$ cat config.mk
export PLATFORM = sky130hd
export DESIGN_NAME = overlay_pixel_alpha_compositor
export DESIGN_NICKNAME = d
export VERILOG_FILES = /design/src/sv/opac_pkg.sv /design/src/sv/opac_lane.sv /design/src/sv/overlay_pixel_alpha_compositor.sv
export SDC_FILE = /design/constraint.sdc
export NUM_CORES = 1
export LEC_CHECK = 0
export BUFFER_PORTS_ARGS = -buffer_cell sky130_fd_sc_hd__buf_2
export CAP_MARGIN = 20
export CORE_MARGIN = 8
export CORE_UTILIZATION = 36
export DETAILED_ROUTE_END_ITERATION = 6
export PLACE_DENSITY_LB_ADDON = 0.05
export SLEW_MARGIN = 20
export SYNTH_ARGS = -nofsm -noshare
export SYNTH_HDL_FRONTEND = slang
export SYNTH_HIERARCHICAL = 1
export SYNTH_SLANG_ARGS = --single-unit
$ cat constraint.sdc
create_clock -name clk -period 11.3 [get_ports clk]
set_clock_uncertainty 0.05 [all_clocks]
set_input_delay 0.565 -clock clk [delete_from_list [all_inputs] [get_ports clk]]
set_output_delay 0.565 -clock clk [all_outputs]
set_load 0.005 [all_outputs]
$ cat src/sv/opac_pkg.sv
// shared types, constants and the alpha rescale function of the overlay compositor
package opac_pkg;

    localparam int unsigned CHAN_W   = 8;
    localparam int unsigned COEF_W   = 8;
    localparam logic [COEF_W-1:0] COEF_ONE = 8'd128;

    // per-item mode flags carried down the pipeline
    typedef struct packed {
        logic direct;     // copy overlay, no blend
        logic coef_zero;  // rescaled alpha is zero
        logic full;       // rescaled alpha is one (128)
    } opac_mode_t;

    // stage advance enables handed to the channel lanes
    typedef struct packed {
        logic s2;
        logic s3;
    } opac_stage_en_t;

    // (a*128 + 127) / 255 without a divider: x/255 == (x + (x >> 8) + 1) >> 8 for x < 65535
    function automatic logic [COEF_W-1:0] alpha_to_coef(input logic [CHAN_W-1:0] a);
        logic [14:0] x;
        logic [15:0] t;
        begin
            x = {a, 7'b0} + 15'd127;
            t = {1'b0, x} + {9'b0, x[14:8]} + 16'd1;
            return t[15:8];
        end
    endfunction

endpackage

$ cat src/sv/opac_lane.sv
// one color channel lane: multiply stage, then floor shift, add, clamp and select
module opac_lane
    import opac_pkg::*;
(
    input  logic                  clk,
    input  opac_stage_en_t        en,
    input  logic [CHAN_W-1:0]     src,
    input  logic [CHAN_W-1:0]     bg,
    input  logic [COEF_W-1:0]     coef,
    input  opac_mode_t            mode,
    output logic [CHAN_W-1:0]     result
);

    logic signed [8:0]  delta;
    logic signed [17:0] prod_next;
    logic signed [17:0] prod_reg;
    logic [CHAN_W-1:0]  src_reg;
    logic [CHAN_W-1:0]  bg_reg;
    opac_mode_t         mode_reg;
    logic signed [10:0] scaled;
    logic signed [10:0] sum;
    logic [CHAN_W-1:0]  blend;
    logic [CHAN_W-1:0]  result_next;
    logic [CHAN_W-1:0]  result_reg;

    assign delta     = $signed({1'b0, src}) - $signed({1'b0, bg});
    assign prod_next = delta * $signed({1'b0, coef});

    always_ff @(posedge clk)
    begin
        if (en.s2)
        begin
            prod_reg <= prod_next;
            src_reg  <= src;
            bg_reg   <= bg;
            mode_reg <= mode;
        end
    end

    // arithmetic shift right by 7 is the floor of a division by 128
    assign scaled = prod_reg[17:7];
    assign sum    = $signed({3'b0, bg_reg}) + scaled;

    always_comb
    begin
        if (sum < 11'sd0)
            blend = '0;
        else if (sum > 11'sd255)
            blend = 8'd255;
        else
            blend = sum[7:0];

        if (mode_reg.direct)
            result_next = mode_reg.coef_zero ? '0 : src_reg;
        else
            result_next = blend;
    end

    always_ff @(posedge clk)
    begin
        if (en.s3)
            result_reg <= result_next;
    end

    assign result = result_reg;

endmodule

$ cat src/sv/overlay_pixel_alpha_compositor.sv
// top level of the overlay pixel alpha compositor
//
// usage: one overlay rgba pixel and one background rgba pixel enter per transfer
// on the s_ channel, one composited rgba pixel leaves per transfer on the m_ channel.
// the overlay alpha is rescaled to a 0..128 coefficient; direct mode copies the
// overlay with that coefficient as alpha (all zero if it is zero), blend mode interpolates over the background.
// cfg_we / cfg_data write the direct mode bit; write it only while the pipe is empty.
// pipeline: a taken pixel is registered in stage 1, then stage 2, then stage 3, whose
// valid bit drives m_tvalid
// (stage 1 alpha rescale, stage 2 per-channel multiply, stage 3 shift/add/clamp).
// throughput: one pixel per clock while m_tready is high; each stage takes a new pixel in the same cycle
// its current one moves on, so back to back transfers need no gaps.
// stall: when m_tready is low the output stage holds, and bubbles ahead of it
// still fill, so up to three pixels are buffered before s_tready drops.
// nothing is lost or repeated across a stall.
// reset: rst_n clears all valid bits and the direct mode bit (blend mode);
// the pipe is empty and ready right after reset.
module overlay_pixel_alpha_compositor
    import opac_pkg::*;
(
    input  logic        clk,
    input  logic        rst_n,
    // configuration write
    input  logic        cfg_we,
    input  logic        cfg_data,     // direct_mode
    // input stream
    input  logic        s_tvalid,
    output logic        s_tready,
    input  logic [63:0] s_tdata,      // src_r, src_g, src_b, src_a, bg_r, bg_g, bg_b, bg_a
    // output stream
    output logic        m_tvalid,
    input  logic        m_tready,
    output logic [31:0] m_tdata       // out_r, out_g, out_b, out_a
);

    // direct mode register
    logic direct_mode_reg;

    always_ff @(posedge clk or negedge rst_n)
    begin
        if (!rst_n)
            direct_mode_reg <= 1'b0;
        else if (cfg_we)
            direct_mode_reg <= cfg_data;
    end

    // stage valid bits and advance enables
    logic v1_reg, v2_reg, v3_reg;
    logic en1, en2, en3;

    assign en3      = !v3_reg || m_tready;
    assign en2      = !v2_reg || en3;
    assign en1      = !v1_reg || en2;
    assign s_tready = en1;

    always_ff @(posedge clk or negedge rst_n)
    begin
        if (!rst_n)
        begin
            v1_reg <= 1'b0;
            v2_reg <= 1'b0;
            v3_reg <= 1'b0;
        end
        else
        begin
            if (en1)
                v1_reg <= s_tvalid;
            if (en2)
                v2_reg <= v1_reg;
            if (en3)
                v3_reg <= v2_reg;
        end
    end

    // stage 1: unpack and rescale alpha
    logic [CHAN_W-1:0] src_a;
    logic [COEF_W-1:0] coef_next;
    opac_mode_t        mode_next;

    assign src_a     = s_tdata[31:24];
    assign coef_next = alpha_to_coef(src_a);

    always_comb
    begin
        mode_next.direct    = direct_mode_reg;
        mode_next.coef_zero = (coef_next == '0);
        mode_next.full      = coef_next[7];
    end

    logic [23:0]       src_rgb1_reg;
    logic [31:0]       bg1_reg;
    logic [COEF_W-1:0] coef1_reg;
    opac_mode_t        mode1_reg;

    always_ff @(posedge clk)
    begin
        if (en1)
        begin
            src_rgb1_reg <= s_tdata[23:0];
            bg1_reg      <= s_tdata[63:32];
            coef1_reg    <= coef_next;
            mode1_reg    <= mode_next;
        end
    end

    // stages 2 and 3 of the color channels
    opac_stage_en_t lane_en;
    logic [CHAN_W-1:0] out_r, out_g, out_b;

    assign lane_en.s2 = en2;
    assign lane_en.s3 = en3;

    opac_lane u_lane_r (
        .clk    (clk),
        .en     (lane_en),
        .src    (src_rgb1_reg[7:0]),
        .bg     (bg1_reg[7:0]),
        .coef   (coef1_reg),
        .mode   (mode1_reg),
        .result (out_r)
    );

    opac_lane u_lane_g (
        .clk    (clk),
        .en     (lane_en),
        .src    (src_rgb1_reg[15:8]),
        .bg     (bg1_reg[15:8]),
        .coef   (coef1_reg),
        .mode   (mode1_reg),
        .result (out_g)
    );

    opac_lane u_lane_b (
        .clk    (clk),
        .en     (lane_en),
        .src    (src_rgb1_reg[23:16]),
        .bg     (bg1_reg[23:16]),
        .coef   (coef1_reg),
        .mode   (mode1_reg),
        .result (out_b)
    );

    // alpha path: carry coefficient and background alpha, pick at stage 3
    // an all-zero overlay needs no special case: the blend gives bg and max gives bg_a
    logic [COEF_W-1:0] coef2_reg;
    logic [CHAN_W-1:0] bg_a2_reg;
    opac_mode_t        mode2_reg;
    logic [CHAN_W-1:0] out_a_next;
    logic [CHAN_W-1:0] out_a_reg;

    always_ff @(posedge clk)
    begin
        if (en2)
        begin
            coef2_reg <= coef1_reg;
            bg_a2_reg <= bg1_reg[31:24];
            mode2_reg <= mode1_reg;
        end
    end

    always_comb
    begin
        if (mode2_reg.direct || mode2_reg.full)
            out_a_next = coef2_reg;
        else if (coef2_reg > bg_a2_reg)
            out_a_next = coef2_reg;
        else
            out_a_next = bg_a2_reg;
    end

    always_ff @(posedge clk)
    begin
        if (en3)
            out_a_reg <= out_a_next;
    end

    assign m_tvalid = v3_reg;
    assign m_tdata  = {out_a_reg, out_b, out_g, out_r};

    // the rescaled coefficient never exceeds one
    a_coef_range: assert property (@(posedge clk) disable iff (!rst_n)
        v1_reg |-> (coef1_reg <= COEF_ONE))
        else $error("coefficient above 128");

    // full flag matches a coefficient of exactly one
    a_full_flag: assert property (@(posedge clk) disable iff (!rst_n)
        v1_reg |-> (mode1_reg.full == (coef1_reg == COEF_ONE)))
        else $error("full flag out of step with coefficient");

    // input side stalls only when every stage holds a pixel and the output is stalled
    a_ready_full: assert property (@(posedge clk) disable iff (!rst_n)
        !s_tready |-> (v1_reg && v2_reg && v3_reg && !m_tready))
        else $error("input stalled with room in the pipe");

    // a direct mode pixel entering stage 3 with zero alpha gives an all-zero result
    a_direct_zero: assert property (@(posedge clk) disable iff (!rst_n)
        (en3 && v2_reg && mode2_reg.direct && mode2_reg.coef_zero) |=> (m_tdata == '0))
        else $error("direct mode zero alpha pixel not cleared");

endmodule

# Word-level counts from Yosys, hierarchy flattened
# Cells that the tools add are included.
# op_classes
multipliers	3
n_reduce_logical	8
mux	14
add_sub_neg	9
n_lt_le_gt_ge	7
# op_table
operator	n
8-bit 2-to-1 mux	14
9-bit by 9-bit multiplier with 18-bit output	3
9-bit by 11-bit adder with 11-bit output	3
11-bit by 9-bit greater-than comparator with 1-bit output (second input constant)	3
11-bit by 1-bit less-than comparator with 1-bit output (second input constant)	3
8-bit by 8-bit subtractor with 9-bit output	3
15-bit by 7-bit adder with 16-bit output	1
16-bit by 1-bit adder with 16-bit output (second input constant)	1
15-bit by 7-bit adder with 15-bit output (second input constant)	1
8-bit greater-than comparator	1
8-bit logical NOT	1
1-bit logical OR	4
1-bit logical NOT	3
# totals
out_inout_bits	34
inputBits	70
reg_bits	224
wordCells	69

# Logic depth before layout (Yosys ltp)
# Gate-level depths: netlist of the first run.
# logic_depth
depth_word	5
ltp_mapped	26
ltp_nobuf	25

# By module
# The synthesis of the first run kept the hierarchy.
# by_module_without_submodules
module	cells_per_inst	n_inst	area_each_um2	seq_area_each_um2
opac_lane (u_lane_r)	514	1	4977.3	1111.1
opac_lane (u_lane_g)	506	1	4902.2	1111.1
opac_lane (u_lane_b)	507	1	4897.2	1111.1
overlay_pixel_alpha_compositor	161	1	3350.7	2832.7

# Worst setup path after synthesis of the first run
# Ideal clock, no wire load.
# synth_path
path_type	register to register
start	register src_rgb1_reg[0]
end	register u_lane_r.prod_reg[17] (data pin)
slack_ps	5125
setup_ps	260
path_stages_with_launch	25
n_path_buf	0
t_arrival_ps	5866
synth_period_minus_slack_ps	6175
required_time_ps	10990
path_cell_list	edfxtp_1 > inv_1 > ha_1 > inv_1 > fa_1 > a21o_1 > a21oi_1 > o21bai_1 > a21o_1 > a31oi_1 > nand2_1 > fa_1 > inv_1 > fa_1 > fa_1 > inv_1 > fa_1 > inv_1 > ha_1 > a21o_1 > a21oi_1 > nor3_1 > o41a_1 > nor2_2 > xnor2_1
# synth_between
elab_chain_cells	2
# synth_lines
item	line	text
start: declaration	overlay_pixel_alpha_compositor.sv:90	logic [23:0] src_rgb1_reg;
start signal: assignment	overlay_pixel_alpha_compositor.sv:99	src_rgb1_reg <= s_tdata[23:0];
8-bit by 8-bit subtractor with 9-bit output	opac_lane.sv:26	assign delta = $signed({1'b0, src}) - $signed({1'b0, bg});
9-bit by 9-bit multiplier with 18-bit output	opac_lane.sv:27	assign prod_next = delta * $signed({1'b0, coef});
via u_lane_r.prod_next[17]	opac_lane.sv:15	logic signed [17:0] prod_next;
end signal: assignment	opac_lane.sv:33	prod_reg <= prod_next;
end: declaration	opac_lane.sv:16	logic signed [17:0] prod_reg;
# The timed path passes the listed nets, and every way through them passes these cells.
# A chain may end at the register's enable or synchronous reset.

# Worst setup path in the final report of the first run
# layout_path
start	register src_rgb1_reg[8]
end	register u_lane_g.prod_reg[12] (data pin)
# layout_between
elab_chain_cells	2
# layout_lines
item	line
8-bit by 8-bit subtractor with 9-bit output	opac_lane.sv:26
9-bit by 9-bit multiplier with 18-bit output	opac_lane.sv:27
via u_lane_g.prod_next[12]	opac_lane.sv:15
end signal: assignment	opac_lane.sv:33
end: declaration	opac_lane.sv:16
# The timed path passes the listed nets, and every way through them passes these cells.

==> results.md, run 1 <==
- CTS Buf Count: 27
- Synth Net Count: 2,100
- Crit path max fanout: 12
- Vias in the first global route: 12,600
- Largest net degree at the start of global routing: 73
- Fill count: 4,964
- Commonest cells after routing, fill and taps aside: 330 x inv_1, 202 x edfxtp_1, 177 x fa_1, 165 x ha_1, 150 x nand2_1
- Post-layout util: 40.9%
- DRC: 0
- First-pass DRT Iterations: 4
- Overflow left after global routing: 0
- Post-CTS sizing: 0
- Share of cells above drive strength 1: 12.5%
- Fin nets: 2,210
- Tot GR Track Use: 15.2%
- # Post-CTS Setup Buffers: 0
- Diodes inserted: 0
- Later-pin clock latency in the skew report: 0.56 ns
- Netlist Area Pre-Place: 0.0181 sq mm
- Relative slew margins: 29.9%
- Period minus WS final: 7.00 ns
- Tightest Pin Transition: 1.05 ns
- First DRT Iteration DRCs: 472
- Setup Viol. Count Final: 0
- Post-Syn Instances: 1,688
- Via/cell ratio: 4.72
- Num ports: 104
- CTS Buffer Depth: 3
- Vias: 11,800
- Syn avg cell area: 10.7 sq um
- Async set or reset register ratio after synthesis: 1.94%
- Crit path DAT: 7.25 ns
- First-pass GRT wire length: 69.3 mm
- Die Ht: 240 microns
- Setup TNS Final: 0 ns
- GPL Wtd Cong: 0.790
- Rows: 82
- Area growth, synth to finish: 12.6%
- TritonCTS clock tree: yes
- Element type at the critical path start: flop
- Post-DP HPWL: 32.3 mm
- Setup repair after global routing missed its margin: false
- Core area: 0.0500 sq mm
- Worst path required time: 11.55 ns
- Register area share after synthesis: 34.0%
- Outcome: complete, no violations
- WS Path Type: reg2reg
- Yosys Warn Count: 6
- Die width: 240 microns
- Netlist cell types: 75
- Max Cap Violations: 0
- Most common cell after layout, fill and taps aside: inv_1
- Routed len/inst: 17.1 microns
- Port bufs: 103
- Hold Path Class: in2reg
- Overall die area: 0.0578 sq mm
- Crit path capture type: flop
- Top FF cell, synth: edfxtp_1
- H-tree depth: 1
- Final Hold Vio Count: 0
- EDFF count, synth: 202
- Yosys reg bits: 206
- Clock-pin slew on the worst setup and hold paths: 0.06 ns
- Initial Util: 36.3%
- Fin crit share: 61.9%
- Max reg flops: 32
- Sink Count: 206
- Initial antenna violation count: 1
- Routed wire length: 42.7 mm
- Max Freq: 143 MHz
- Root Buffer: clkbuf_16
- Antenna-violating nets left: 0
- Max-slew violation count: 0
timing repair:
item,in CTS,in global routing
setup endpoints to repair,0,0
hold buffers,1,0
endpoints found under the hold margin,4,0
worst paths after layout:
kind	cells after the start	to	from	slack (ns)
max reg2reg	23	u_lane_g/prod_reg[12]$_DFFE_PP_	src_rgb1_reg[8]$_DFFE_PP_	4.30
max in group asynchronous	2	m_tvalid$_DFFE_PN0P_	rst_n	10.78
min in group asynchronous	2	v2_reg$_DFFE_PN0P_	rst_n	0.30
min	1	bg1_reg[15]$_DFFE_PP_	s_tdata[47]	0.13
min reg2reg	0	bg_a2_reg[2]$_DFFE_PP_	bg1_reg[26]$_DFFE_PP_	0.38
max	23	u_lane_g/prod_reg[12]$_DFFE_PP_	src_rgb1_reg[8]$_DFFE_PP_	4.30
synthesized netlist by cell type, drive strengths merged (15+ instances only):
| cell type | n | share of area [%] |
|---|---|---|
| fa | 177 | 20 |
| ha | 165 | 11 |
| and2 | 77 | 2.7 |
| nor2 | 50 | 1.0 |
| o21ai | 38 | 1.2 |
| nand2 | 150 | 3.1 |
| and3 | 15 | 0.52 |
| nand2b | 38 | 1.3 |
| inv | 330 | 6.8 |
| xnor2 | 45 | 2.2 |
| a21o | 25 | 1.0 |
| edfxtp | 202 | 33 |
| nor3 | 15 | 0.41 |
| nor2b | 31 | 1.1 |
| nand3 | 29 | 0.80 |
| a21oi | 49 | 1.4 |
| xor2 | 31 | 1.5 |
| mux2 | 28 | 1.8 |
| clkbuf | 31 | 0.64 |
critical path: stages, from the launching register on:
cell and delay (ns):
edfxtp_1 0.39, inv_1 0.10, ha_1 0.14, inv_1 0.05, fa_1 0.41, a21o_1 0.17, a21oi_1 0.21, o21bai_1 0.08
a21o_1 0.20, a31oi_1 0.78, nand2_1 0.38, fa_1 0.62, fa_1 0.56, inv_1 0.05, fa_1 0.47, inv_1 0.05
fa_1 0.53, inv_1 0.04, ha_1 0.33, and2_1 0.20, a32o_2 0.28, or2_2 0.29, a21o_1 0.20, xor2_1 0.14
per-stage QoR:
| stage | cells | area [sq um] | hold slack (ns) | setup WS (ns) |
|---|---|---|---|---|
| after detailed placement | 2440 | 19400 | 0.329 | 4.25 |
| final | 2491 | 20400 | 0.127 | 4.30 |
| after floorplan | 1688 | 18100 | 0.219 | 5.12 |
| after CTS | 2491 | 20400 | 0.0931 | 4.23 |
| after global routing | 2491 | 20400 | 0.0981 | 3.85 |
| after global placement | 2440 | 19400 | 0.328 | 4.43 |
cell type report:
type,instances,area [sq um],area share (%)
Clock buffer,29,683,3.35
Clock inverter,21,273,1.34
Sequential cell,206,6170,30.2
Tap cell,672,841,4.12
Inverter,330,1240,6.07
Timing Repair Buffer,118,631,3.09
Multi-Input combinational cell,1115,10600,51.8
metal layers:
layer  GRT usage, %  part of all wire (%)  up-vias
met1           20.5                    48     5771
met4           3.69                   2.3        0
li1               -                     -     5767
met5              0                     0        -
met3           2.48                   3.9       50
met2           25.3                    46      167
cell families after synthesis:
logic type                 synth area share [%]
muxes                                      2.39
adders and majority gates                  30.9
and+or+nand+nor                            13.5
AOI/OAI and AO/OA                          7.81
buffers and inverters                      7.66
DFF                                        34.0
xor gates and xnor gates                   3.67
Power of run 1 is left out: the tool's default activity adds up to more than one toggle a clock period on the data nets, which glitch-free logic cannot reach.
==> run 2, diff against run 1 <==
--- a/config.mk
+++ b/config.mk
@@ -5,6 +5,7 @@
 export SDC_FILE = /design/constraint.sdc
 export NUM_CORES = 1
 export LEC_CHECK = 0
+export ABC_AREA = 1
 export BUFFER_PORTS_ARGS = -buffer_cell sky130_fd_sc_hd__buf_2
 export CAP_MARGIN = 20
 export CORE_MARGIN = 8
==> constraint.sdc (replaced) <==
create_clock -name clk -period 6.1 [get_ports clk]
set_clock_uncertainty 0.05 [all_clocks]
set_input_delay 0.305 -clock clk [delete_from_list [all_inputs] [get_ports clk]]
set_output_delay 0.305 -clock clk [all_outputs]
set_load 0.005 [all_outputs]
==> results.md, run 2 <==
- Sink Count: 206
- Async set or reset register ratio after synthesis: 1.94%
- Antenna-violating nets left: 0
- FF-to-FF path depth: 23
- Num ports: 104
- Die Ht: 242 microns
- Simple-gate share of the synthesized area: 17.4%
- Netlist cell types: 47
- Max Cap Violations: 0
- Multi-input gate area: 0.0104 sq mm
- Post-synthesis adder-cell area fraction: 30.5%
- Crit path buf inv count: 5
- Largest net degree at the start of global routing: 76
- Die width: 242 microns
- Critical Path Stages: 23
- Final Hold Vio Count: 0
- Routed wire length: 45.7 mm
- Commonest cells after routing, fill and taps aside: 466 x inv_1, 409 x nand2_1, 202 x edfxtp_1, 176 x fa_1, 165 x ha_1
- Relative slew margins: 35.2%
- Worst setup path endpoint: u_lane_g/prod_reg[16]$_DFFE_PP_
- Overall die area: 0.0586 sq mm
- TritonCTS clock tree: yes
- Register area share after synthesis: 33.5%
- Crit-path cells: inv_1 > ha_1 > inv_1 > fa_1 > nand3_1 > nand2_1 > nand2_1 > o211ai_1 > or2_2 > fa_1 > inv_1 > fa_1 > fa_1 > inv_1 > fa_1 > inv_1 > ha_1 > a21oi_1 > o21ai_0 > a21oi_1 > nand2_1 > nand2_1 > nand2_1
- Hold_sp: s_tdata[27]
- Initial antenna violation count: 3
- Storage cell area: 0.00617 sq mm
- Yosys reg bits: 206
- Vias: 13,100
- Area growth, synth to finish: 15.7%
- Hold path depth: 3
- Top-area cell type share of the netlist area: 33.0%
- Post-Syn Instances: 1,987
- First-pass GRT wire length: 73.4 mm
- Crit. Startpoint: src_rgb1_reg[8]$_DFFE_PP_
- RR Endpoint: u_lane_g/prod_reg[16]$_DFFE_PP_
- Post-DP HPWL: 37.0 mm
- Initial Util: 36.1%
- WS Path Type: reg2reg
- Period minus WS final: 5.76 ns
- First DRT Iteration DRCs: 534
- Worst path required time: 6.33 ns
- Compound-Gate Fraction of Synth Area: 5.02%
- DRC: 0
- Later-pin clock latency in the skew report: 0.55 ns
- Synth area leader: edfxtp_1
- Port bufs: 103
- Rows: 83
- GPL Wtd Cong: 0.882
- RR Startpoint: src_rgb1_reg[8]$_DFFE_PP_
- Core area: 0.0509 sq mm
- Post-synth top cells: 467 x inv_1, 412 x nand2_1, 202 x edfxtp_1
- Crit path max fanout: 5
- CTS Buffer Depth: 3
- Largest stage delay on the critical path: 0.67 ns
- Fin crit share: 94.5%
- Netlist Area Pre-Place: 0.0184 sq mm
- Outcome: complete, no violations
- Most frequent cell after synthesis: inv_1
- Syn avg cell area: 9.25 sq um
- CTS Buf Count: 25
- Crit path capture type: flop
- Post-synthesis xor/xnor area fraction: 3.51%
- Setup Viol. Count Final: 0
- Via/cell ratio: 4.54
- Max-slew violation count: 0
- Yosys Warn Count: 6
- Fill count: 5,128
- Setup repair after global routing missed its margin: false
- Vias in the first global route: 13,800
- Root Buffer: clkbuf_16
- Crit path DAT: 5.99 ns
- Tightest Pin Transition: 0.969 ns
- Tot GR Track Use: 15.4%
- Max Freq: 174 MHz
- Synth Net Count: 2,399
- Max reg flops: 32
- Element type at the critical path start: flop
- First-pass DRT Iterations: 5
- Routed len/inst: 15.9 microns
- Top FF cell, synth: edfxtp_1
- Hold Path Class: in2reg
- Diodes inserted: 0
- Worst R2R Setup Slack: 0.34 ns
- Area contributors post-synth: edfxtp_1 33%, fa_1 19%, ha_1 11%, inv_1 9.5%, nand2_1 8.4%
- Overflow left after global routing: 0
- Share of cells above drive strength 1: 11.4%
- Mux share of post-synthesis cell area: 0.0613%
- CP delay by family, top: adder cells
- Largest family of logic cells by synthesized area: adder cells
- Clock-pin slew on the worst setup and hold paths: 0.06 ns
- EDFF count, synth: 202
- Setup TNS Final: 0 ns
- Fin nets: 2,594
- Slowest-stage cell, CP: fa_1
- Most common cell after layout, fill and taps aside: inv_1
- H-tree depth: 1
==> run 2: changes by cell type in the layout (fill, tap and decap cells not counted), moves of 14 or more <==
| cell | previous run | this run |
|---|---|---|
| nand2_2 | 0 | 25 |
| inv_1 | 330 | 466 |
| mux2_2 | 26 | 1 |
| dlygate4sd3_1 | 1 | 61 |
| and3_1 | 15 | 1 |
| nand2_1 | 150 | 409 |
| xnor2_1 | 45 | 26 |
| a21o_1 | 25 | 5 |
| nor2_1 | 49 | 150 |
| and2_1 | 76 | 0 |
| nand3_1 | 29 | 61 |
| a21oi_1 | 48 | 76 |
| nor2b_1 | 30 | 0 |
| nand2b_1 | 37 | 3 |
==> run 2: worst min-delay path: stages <==
cell	delay (ns)
buf_2	0.12
xor2_1	0.09
inv_1	0.05
==> run 2: per-layer routing <==
layer	global-route usage, %	vias up	routed length [microns]
met5	0	-	0
met2	26.0	203	21400
met4	2.75	0	745
met3	2.12	47	1590
met1	21.1	6236	22000
li1	-	6575	-
==> run 2: how the worst min path moves through the flow <==
stage | to | slack, ns
floorplan | direct_mode_reg$_DFFE_PN0P_ | -0.04
global placement | direct_mode_reg$_DFFE_PN0P_ | 0.06
detailed placement | direct_mode_reg$_DFFE_PN0P_ | 0.07
CTS | coef1_reg[2]$_DFFE_PP_ | 0.04
global route | coef1_reg[0]$_DFFE_PP_ | 0.07
finish | coef1_reg[2]$_DFFE_PP_ | 0.07
==> run 2: cells by family (layout without fill, tap and decap cells) <==
kind of cell,Yosys count,count (layout)
compound gates,149,149
buf+inv,486,698
mux,1,1
simple gates,732,732
flops,206,206
fa+ha+maj,342,342
xor+xnor,71,71
==> run 2: area by class of cell <==
| type | instances | share of cell area, % |
|---|---|---|
| tap | 680 | 4.00 |
| inverter | 475 | 8.39 |
| multi-input combinational | 1295 | 49.0 |
| sequential | 206 | 29.0 |
| timing repair buffer | 179 | 5.92 |
| clock inverter | 17 | 0.753 |
| clock buffer | 27 | 2.98 |
==> run 2: repair_timing <==
action | in CTS | in global routing
endpoints found under the setup margin | 0 | 7
hold buffers | 61 | 0
gates resized for setup | 0 | 9
hold endpoints to repair | 62 | 0
buffers inserted | 0 | 1
==> run 2: through the flow <==
| stage | hold slack [ns] | utilization, % | instances | cell area, sq um | worst slack (ns) |
|---|---|---|---|---|---|
| finish | 0.0720 | 41.8 | 2879 | 21300 | 0.337 |
| global route | 0.0716 | 41.8 | 2879 | 21300 | 0.0109 |
| CTS | 0.0404 | 41.7 | 2877 | 21200 | 0.235 |
| detailed placement | 0.0653 | 38.9 | 2772 | 19800 | 0.259 |
| global placement | 0.0643 | 38.9 | 2772 | 19800 | 0.314 |
| floorplan | -0.0406 | - | 1987 | 18400 | 0.846 |
Power of run 2 is left out for the same reason.
